<file path="src/sv/c_escape_unquote_decoder_assert.svh">
// Assertion macros for the string unescape decoder.
// Included by the top level; depends on nothing else.
`ifndef C_ESCAPE_UNQUOTE_DECODER_ASSERT_SVH
`define C_ESCAPE_UNQUOTE_DECODER_ASSERT_SVH

// The consequent must hold in the same cycle as the antecedent.
`define CUD_ASSERT_NOW(label, clk, rst_n, ante, cons) \
    label: assert property (@(posedge clk) disable iff (!rst_n) (ante) |-> (cons)) \
        else $error("cud assertion failed");

// The consequent must hold in the cycle after the antecedent.
`define CUD_ASSERT_NEXT(label, clk, rst_n, ante, cons) \
    label: assert property (@(posedge clk) disable iff (!rst_n) (ante) |=> (cons)) \
        else $error("cud assertion failed");

`endif

</file>
<file path="src/sv/cud_pkg.sv">
// Shared types, constants and character helpers of the string unescape decoder.
// Used by every module of the block; depends on nothing.
`default_nettype none

package cud_pkg;

    typedef struct packed {
        logic [7:0] in_byte;
        logic       in_last;
    } cud_in_t;

    typedef struct packed {
        logic [7:0] out_byte;
        logic       has_byte;
        logic       end_of_string;
    } cud_out_t;

    typedef struct packed {
        cud_out_t first;
        cud_out_t second;
        logic     two;
    } cud_rec_t;

    typedef struct packed {
        logic       we;
        logic [1:0] index;
        logic       data;
    } cud_cfg_wr_t;

    typedef struct packed {
        logic at_idle;
    } cud_front_stat_t;

    typedef struct packed {
        logic out_valid;
        logic pend_valid;
    } cud_back_stat_t;

    localparam logic [1:0] CFG_SIMPLE = 2'd0;
    localparam logic [1:0] CFG_OCTAL  = 2'd1;
    localparam logic [1:0] CFG_HEX    = 2'd2;

    localparam logic [7:0] CH_NUL    = 8'h00;
    localparam logic [7:0] CH_BSLASH = 8'h5C;
    localparam logic [7:0] CH_QUOTE  = 8'h22;
    localparam logic [7:0] CH_X      = 8'h78;
    localparam logic [7:0] CH_A      = 8'h61;
    localparam logic [7:0] CH_B      = 8'h62;
    localparam logic [7:0] CH_F      = 8'h66;
    localparam logic [7:0] CH_N      = 8'h6E;
    localparam logic [7:0] CH_R      = 8'h72;
    localparam logic [7:0] CH_T      = 8'h74;
    localparam logic [7:0] CH_V      = 8'h76;

    // Control code of a single letter escape, zero when the letter has none.
    function automatic logic [7:0] simple_code(input logic [7:0] c);
        logic [7:0] r;
        case (c)
            CH_A:    r = 8'd7;
            CH_B:    r = 8'd8;
            CH_F:    r = 8'd12;
            CH_N:    r = 8'd10;
            CH_R:    r = 8'd13;
            CH_T:    r = 8'd9;
            CH_V:    r = 8'd11;
            default: r = 8'd0;
        endcase
        return r;
    endfunction

    function automatic logic is_octal(input logic [7:0] c);
        return c[7:3] == 5'b00110;
    endfunction

    // Bit 4 is the valid flag, bits 3:0 the digit value.
    function automatic logic [4:0] hex_digit(input logic [7:0] c);
        logic [4:0] r;
        if (c >= 8'h30 && c <= 8'h39)
        begin
            r = {1'b1, c[3:0]};
        end
        else if ((c >= 8'h41 && c <= 8'h46) || (c >= 8'h61 && c <= 8'h66))
        begin
            r = {1'b1, 4'(c[3:0] + 4'd9)};
        end
        else
        begin
            r = 5'd0;
        end
        return r;
    endfunction

endpackage

`default_nettype wire

</file>
<file path="src/sv/cud_front.sv">
// Front end: holds the enables and escape state, classifies each accepted byte
// and builds a record of up to two results. Depends on cud_pkg.
`default_nettype none

module cud_front (
    input  wire logic                      clk,
    input  wire logic                      rst_n,
    input  wire cud_pkg::cud_cfg_wr_t      cfg,
    input  wire logic                      accept,
    input  wire cud_pkg::cud_in_t          item,
    output logic                           rec_push,
    output cud_pkg::cud_rec_t              rec,
    output cud_pkg::cud_front_stat_t       stat
);

    typedef enum logic [2:0] {
        PH_IDLE,
        PH_ESC,
        PH_OCT1,
        PH_OCT2,
        PH_HEXX,
        PH_HEX1,
        PH_STOP
    } phase_t;

    phase_t     phase_reg, phase_next;
    logic [5:0] value_reg, value_next;
    logic       simple_en_reg, octal_en_reg, hex_en_reg;

    logic [7:0] c;
    logic [7:0] scode;
    logic [4:0] hex;
    logic       oct;
    logic       idle_emit;
    phase_t     idle_phase;
    logic       release_now;
    logic [1:0] n;
    logic [7:0] e0, e1;

    always_comb
    begin
        c          = item.in_byte;
        scode      = cud_pkg::simple_code(c);
        hex        = cud_pkg::hex_digit(c);
        oct        = cud_pkg::is_octal(c);
        idle_emit  = (c != cud_pkg::CH_NUL) && (c != cud_pkg::CH_BSLASH) &&
                     (c != cud_pkg::CH_QUOTE);
        idle_phase = (c == cud_pkg::CH_NUL) ? PH_STOP :
                     (c == cud_pkg::CH_BSLASH) ? PH_ESC : PH_IDLE;

        phase_next  = phase_reg;
        value_next  = value_reg;
        release_now = 1'b0;
        n           = 2'd0;
        e0          = 8'd0;
        e1          = 8'd0;

        case (phase_reg)
            PH_IDLE:
            begin
                if (idle_emit)
                begin
                    n  = 2'd1;
                    e0 = c;
                end
                phase_next = idle_phase;
            end
            PH_ESC:
            begin
                if (c == cud_pkg::CH_NUL)
                begin
                    phase_next = PH_STOP;
                end
                else if (simple_en_reg && scode != 8'd0)
                begin
                    n          = 2'd1;
                    e0         = scode;
                    phase_next = PH_IDLE;
                end
                else if (octal_en_reg && oct)
                begin
                    value_next = {3'd0, c[2:0]};
                    phase_next = PH_OCT1;
                end
                else if (hex_en_reg && c == cud_pkg::CH_X)
                begin
                    phase_next = PH_HEXX;
                end
                else
                begin
                    n          = 2'd1;
                    e0         = c;
                    phase_next = PH_IDLE;
                end
            end
            PH_OCT1:
            begin
                if (oct)
                begin
                    value_next = {value_reg[2:0], c[2:0]};
                    phase_next = PH_OCT2;
                end
                else
                begin
                    release_now = 1'b1;
                end
            end
            PH_OCT2:
            begin
                if (oct)
                begin
                    n          = 2'd1;
                    e0         = {value_reg[4:0], c[2:0]};
                    value_next = 6'd0;
                    phase_next = PH_IDLE;
                end
                else
                begin
                    release_now = 1'b1;
                end
            end
            PH_HEXX:
            begin
                if (hex[4])
                begin
                    value_next = {2'd0, hex[3:0]};
                    phase_next = PH_HEX1;
                end
                else
                begin
                    phase_next = PH_STOP;
                end
            end
            PH_HEX1:
            begin
                if (hex[4])
                begin
                    n          = 2'd1;
                    e0         = {value_reg[3:0], hex[3:0]};
                    value_next = 6'd0;
                    phase_next = PH_IDLE;
                end
                else
                begin
                    release_now = 1'b1;
                end
            end
            default:
            begin
                phase_next = PH_STOP;
            end
        endcase

        // The pending value goes out first, then the ending byte is decoded afresh.
        if (release_now)
        begin
            n          = 2'd1;
            e0         = {2'd0, value_reg};
            value_next = 6'd0;
            if (idle_emit)
            begin
                n  = 2'd2;
                e1 = c;
            end
            phase_next = idle_phase;
        end

        if (item.in_last)
        begin
            if (phase_next == PH_OCT1 || phase_next == PH_OCT2 || phase_next == PH_HEX1)
            begin
                if (n == 2'd0)
                begin
                    e0 = {2'd0, value_next};
                end
                else
                begin
                    e1 = {2'd0, value_next};
                end
                n = n + 2'd1;
            end
            phase_next = PH_IDLE;
            value_next = 6'd0;
        end

        rec.first.out_byte       = e0;
        rec.first.has_byte       = (n != 2'd0);
        rec.first.end_of_string  = item.in_last && (n != 2'd2);
        rec.second.out_byte      = e1;
        rec.second.has_byte      = 1'b1;
        rec.second.end_of_string = item.in_last;
        rec.two                  = (n == 2'd2);
        rec_push                 = accept && ((n != 2'd0) || item.in_last);
        stat.at_idle             = (phase_reg == PH_IDLE) && (value_reg == 6'd0);
    end

    always_ff @(posedge clk or negedge rst_n)
    begin
        if (!rst_n)
        begin
            phase_reg     <= PH_IDLE;
            value_reg     <= 6'd0;
            simple_en_reg <= 1'b1;
            octal_en_reg  <= 1'b1;
            hex_en_reg    <= 1'b1;
        end
        else
        begin
            if (accept)
            begin
                phase_reg <= phase_next;
                value_reg <= value_next;
            end
            if (cfg.we)
            begin
                case (cfg.index)
                    cud_pkg::CFG_SIMPLE: simple_en_reg <= cfg.data;
                    cud_pkg::CFG_OCTAL:  octal_en_reg  <= cfg.data;
                    cud_pkg::CFG_HEX:    hex_en_reg    <= cfg.data;
                    default:             ;
                endcase
            end
        end
    end

endmodule

`default_nettype wire

</file>
<file path="src/sv/cud_queue.sv">
// Short record queue between the front and back ends of the decoder.
// Depends on cud_pkg for the record type.
`default_nettype none

module cud_queue #(
    parameter int DEPTH = 4
) (
    input  wire logic              clk,
    input  wire logic              rst_n,
    input  wire logic              wr,
    input  wire cud_pkg::cud_rec_t wdata,
    input  wire logic              rd,
    output cud_pkg::cud_rec_t      head,
    output logic                   full,
    output logic                   empty
);

    localparam int PTR_W = $clog2(DEPTH);
    localparam int CNT_W = $clog2(DEPTH + 1);

    cud_pkg::cud_rec_t  mem [DEPTH];
    logic [PTR_W-1:0]   wptr_reg, rptr_reg;
    logic [CNT_W-1:0]   count_reg;

    assign full  = (count_reg == CNT_W'(DEPTH));
    assign empty = (count_reg == '0);
    assign head  = mem[rptr_reg];

    always_ff @(posedge clk)
    begin
        if (wr)
        begin
            mem[wptr_reg] <= wdata;
        end
    end

    always_ff @(posedge clk or negedge rst_n)
    begin
        if (!rst_n)
        begin
            wptr_reg  <= '0;
            rptr_reg  <= '0;
            count_reg <= '0;
        end
        else
        begin
            if (wr)
            begin
                wptr_reg <= (wptr_reg == PTR_W'(DEPTH - 1)) ? '0 : wptr_reg + PTR_W'(1);
            end
            if (rd)
            begin
                rptr_reg <= (rptr_reg == PTR_W'(DEPTH - 1)) ? '0 : rptr_reg + PTR_W'(1);
            end
            if (wr && !rd)
            begin
                count_reg <= count_reg + CNT_W'(1);
            end
            else if (rd && !wr)
            begin
                count_reg <= count_reg - CNT_W'(1);
            end
        end
    end

endmodule

`default_nettype wire

</file>
<file path="src/sv/cud_back.sv">
// Back end: takes records from the queue and hands out their results one per
// request through an output register and a hold slot. Depends on cud_pkg.
`default_nettype none

module cud_back (
    input  wire logic              clk,
    input  wire logic              rst_n,
    input  wire cud_pkg::cud_rec_t q_head,
    input  wire logic              q_empty,
    output logic                   q_pop,
    input  wire logic              pop,
    output logic                   empty,
    output cud_pkg::cud_out_t      out_data,
    output cud_pkg::cud_back_stat_t stat
);

    logic              out_valid_reg;
    logic              pend_valid_reg;
    cud_pkg::cud_out_t out_reg;
    cud_pkg::cud_out_t pend_reg;
    logic              slot_free;

    assign slot_free = !out_valid_reg || pop;
    assign q_pop     = slot_free && !pend_valid_reg && !q_empty;
    assign empty     = !out_valid_reg;
    assign out_data  = out_reg;
    assign stat      = '{out_valid: out_valid_reg, pend_valid: pend_valid_reg};

    always_ff @(posedge clk)
    begin
        if (slot_free)
        begin
            if (pend_valid_reg)
            begin
                out_reg <= pend_reg;
            end
            else if (!q_empty)
            begin
                out_reg  <= q_head.first;
                pend_reg <= q_head.second;
            end
        end
    end

    always_ff @(posedge clk or negedge rst_n)
    begin
        if (!rst_n)
        begin
            out_valid_reg  <= 1'b0;
            pend_valid_reg <= 1'b0;
        end
        else if (slot_free)
        begin
            if (pend_valid_reg)
            begin
                out_valid_reg  <= 1'b1;
                pend_valid_reg <= 1'b0;
            end
            else if (!q_empty)
            begin
                out_valid_reg  <= 1'b1;
                pend_valid_reg <= q_head.two;
            end
            else
            begin
                out_valid_reg <= 1'b0;
            end
        end
    end

endmodule

`default_nettype wire

</file>
<file path="src/sv/c_escape_unquote_decoder.sv">
// C string unescape decoder: one byte per cycle while not full, up to two results each.
// A byte's first result goes through the record queue and the output register to the ports.
// Input rate is one byte per cycle while the QUEUE_DEPTH record queue has room; the
// output register gives one result per cycle while pop is high; two results go in turn.
// Reset clears the escape state to idle, sets all enables to one and empties the queue.
`default_nettype none

`include "c_escape_unquote_decoder_assert.svh"

module c_escape_unquote_decoder #(
    parameter int QUEUE_DEPTH = 4
) (
    input  wire logic              clk,
    input  wire logic              rst_n,
    input  wire logic              push,
    output logic                   full,
    input  wire cud_pkg::cud_in_t  in_data,
    output logic                   empty,
    input  wire logic              pop,
    output cud_pkg::cud_out_t      out_data,
    input  wire logic              cfg_we,
    input  wire logic [1:0]        cfg_index,
    input  wire logic              cfg_data
);

    cud_pkg::cud_cfg_wr_t    cfg;
    cud_pkg::cud_rec_t       rec;
    cud_pkg::cud_rec_t       q_head;
    cud_pkg::cud_front_stat_t fr_stat;
    cud_pkg::cud_back_stat_t bk_stat;
    logic                    accept;
    logic                    rec_push;
    logic                    q_pop;
    logic                    q_empty;

    assign cfg    = '{we: cfg_we, index: cfg_index, data: cfg_data};
    assign accept = push && !full;

    cud_front u_front (
        .clk      (clk),
        .rst_n    (rst_n),
        .cfg      (cfg),
        .accept   (accept),
        .item     (in_data),
        .rec_push (rec_push),
        .rec      (rec),
        .stat     (fr_stat)
    );

    cud_queue #(
        .DEPTH (QUEUE_DEPTH)
    ) u_queue (
        .clk   (clk),
        .rst_n (rst_n),
        .wr    (rec_push),
        .wdata (rec),
        .rd    (q_pop),
        .head  (q_head),
        .full  (full),
        .empty (q_empty)
    );

    cud_back u_back (
        .clk      (clk),
        .rst_n    (rst_n),
        .q_head   (q_head),
        .q_empty  (q_empty),
        .q_pop    (q_pop),
        .pop      (pop),
        .empty    (empty),
        .out_data (out_data),
        .stat     (bk_stat)
    );

    `CUD_ASSERT_NOW(a_pend_needs_out, clk, rst_n, bk_stat.pend_valid, bk_stat.out_valid)
    `CUD_ASSERT_NOW(a_pop_not_empty, clk, rst_n, q_pop, !q_empty)
    `CUD_ASSERT_NEXT(a_last_to_idle, clk, rst_n, accept && in_data.in_last, fr_stat.at_idle)

endmodule

`default_nettype wire

</file>
<file path="config.mk">
export PLATFORM = sky130hd
export DESIGN_NAME = c_escape_unquote_decoder
export DESIGN_NICKNAME = d
export VERILOG_FILES = /design/src/sv/cud_pkg.sv /design/src/sv/cud_front.sv /design/src/sv/cud_queue.sv /design/src/sv/cud_back.sv /design/src/sv/c_escape_unquote_decoder.sv
export VERILOG_INCLUDE_DIRS = /design/src /design/src/sv
export SDC_FILE = /design/constraint.sdc
export NUM_CORES = 1
export LEC_CHECK = 0
export BUFFER_PORTS_ARGS = -buffer_cell sky130_fd_sc_hd__buf_2
export CAP_MARGIN = 20
export CORE_MARGIN = 1
export CORE_UTILIZATION = 60
export CTS_CLUSTER_DIAMETER = 80
export DETAILED_ROUTE_END_ITERATION = 12
export GPL_ROUTABILITY_DRIVEN = 0
export PLACE_DENSITY = 0.89
export SYNTH_ARGS = -nofsm -noshare
export SYNTH_HDL_FRONTEND = slang
export SYNTH_HIERARCHICAL = 1
export SYNTH_SLANG_ARGS = --single-unit
</file>
<file path="constraint.sdc">
create_clock -name clk -period 4.6 [get_ports clk]
set_input_delay 0.46 -clock clk [delete_from_list [all_inputs] [get_ports clk]]
set_output_delay 0.46 -clock clk [all_outputs]
set_load 0.02 [all_outputs]
</file>
==> results_dict.tcl <==
set metrics [dict create \
    status "finished clean" \
    clock_skew_ns 0.00942 \
    dp_cells 618 \
    largest_reg_flops 84 \
    cts_tree "done" \
    cts_buffer_depth 2 \
    dieArea_um2 11100 \
    vdd_drop_max_mv 0.343 \
    synthToLayoutAreaGrowth_pct 11.7 \
    crit_type "in -> reg" \
    setup_tns_ns 0 \
    reg2reg_to "u_queue/mem[2][16]" \
    cts_sinks 125 \
    synth_warnings 6 \
    n_antenna_cell 0 \
    port_buffers 28 \
    final_core_util_pct 69.2 \
    fin_crit_sh_pct 80.5 \
    r2r_start "u_front/phase_reg[0]" \
    cp.arrival_ns 3.94 \
    synth_nets 506 \
    ant_nets 0 \
    timing.critical_path.mode_cell "ha_1" \
    clockRootBuffer "clkbuf_8" \
    die_w_um 105 \
    fin_ws_ns 0.899 \
    regToRegSetupSlack_ns 1.05 \
    vias 4343 \
    min_from "cfg_data" \
    grt_pass1_vias 4192 \
    antenna_found_initial 0 \
    grt_max_degree 27 \
    mostFrequentLayoutCells "edfxtp_1, nand2_1, buf_2" \
    routed_wl_um 14300 \
    p_leak_nw 2.57 \
    clkTransAtPathRegs_ns 0.06 \
    dp_hpwl_um 9260 \
    wl_per_cell_um 21.9 \
    wl_met1_um 5540 \
    fin_nets 536 \
    die_h_um 105 \
    syn_inst 473 \
    rsz0062_at_grt "false" \
    max_stage_delay_ns 0.57 \
    tightest_slew_ns 0.988 \
    cts.htree.levels 4 \
    final-setup-viol-count 0 \
    dr.max_layer_used "met4" \
    post-route-drc-count 0 \
    crit_path_start_kind "input port" \
    drv_slew 0 \
    final_area_um2 7180 \
    powerDensity_nw_per_um2 610 \
    coreArea_um2 10400 \
    maxCapViolations 0 \
    holdPathStages 2 \
    cp_max_fo 16 \
    slew_headroom_pct 34.2 \
    place_area_um2 6600 \
    grtUsageTotal_pct 27.6 \
    finalHoldViolations 0 \
    p_total_mw 4.38 \
    syn-cell-area_um2 6420 \
    wl_met3_um 1250 \
    drt_iter0_drc 815 \
    final_layout_size_suffix_gt1_share_pct 24.4 \
    worstPathRequired_ns 4.84 \
    fmax_mhz 270 \
    overflow 0 \
    clock_latency_ns 0.51 \
    layoutNonFillerInstCount 652 \
    fin_hold_ws_ns 0.220 \
    rr_worst_depth 10 \
    final_common_cell "edfxtp_1" \
    wl_met2_um 7060 \
    drt_first_pass_iters 8 \
    viasPerCell 6.66 \
    core.rowCount 37 \
    holdPathEnd "u_front/octal_en_reg" \
    endpoint_kind "flip-flop" \
    start_util_pct 61.9 \
    io_pins 29 \
    cp_slowest_cell "or4b_1" \
    pre_cts_slack_ns 0.479 \
    min_path_type "in -> reg" \
    cp_cell_sequence "buf_2 > inv_1 > ha_1 > or4b_1 > a31oi_1 > o21ai_2 > o31ai_4 > buf_4 > and2_1 > inv_2 > nand2_1 > ha_1 > nand3_4 > o221ai_1" \
    finalCriticalPeriod_ns 3.70 \
    numCtsBuffers 17 \
    avgSynthCellArea_um2 13.6 \
    post-cts-setup-buffer-count 0 \
    grt_pass1_wl_um 22600 \
]
[critical path: cells and delay by family]
kind | cells | cell delay, ns
AND/OR/NAND/NOR | 4 | 1.18
buffers and inverters | 4 | 0.69
adder cells (fa/ha/maj) | 2 | 0.53
AO/OA/AOI/OAI | 4 | 1.07
[worst max-delay path by stage]
stage / start / endpoint / slack (ns) / cells past startpoint
2_1_floorplan: in_data[1] / u_queue/count_reg[1] / 1.23 / 14
3_3_place_gp: in_data[2] / u_queue/mem[0][19] / 0.73 / 13
3_5_place_dp: in_data[2] / u_queue/mem[3][19] / 0.48 / 13
4_1_cts: in_data[2] / u_queue/mem[1][19] / 0.97 / 13
5_1_grt: in_data[2] / u_queue/mem[0][19] / 0.77 / 13
6_report: in_data[2] / u_queue/mem[2][16] / 0.90 / 14
[layer usage]
metal | global-route usage (%) | up-vias
li1 | - | 1912
met1 | 36.0 | 2081
met2 | 45.5 | 290
met3 | 5.94 | 60
met4 | 10.6 | 0
met5 | 0 | -
[power by group]
part / switching, mW / internal, mW / total (mW)
Clock: 0.483 / 0.767 / 1.25
Sequential: 0.192 / 1.65 / 1.85
Combinational: 0.698 / 0.583 / 1.28
Total: 1.37 / 3.00 / 4.38
[final cells by class]
cell class / count / area [um^2]
Sequential cell: 125 / 3650
Multi-Input combinational cell: 304 / 2510
Timing Repair Buffer: 37 / 210
Clock inverter: 15 / 149
Fill cell: 696 / 3190
Inverter: 18 / 67.6
Tap cell: 136 / 170
Clock buffer: 17 / 414
[what timing repair did]
action	CTS	global route
hold buffers	1	0
endpoints found under the setup margin	0	0
hold endpoints to repair	18	0
resized for setup	0	0
No activity file was read; power rests on OpenSTA's default activity.
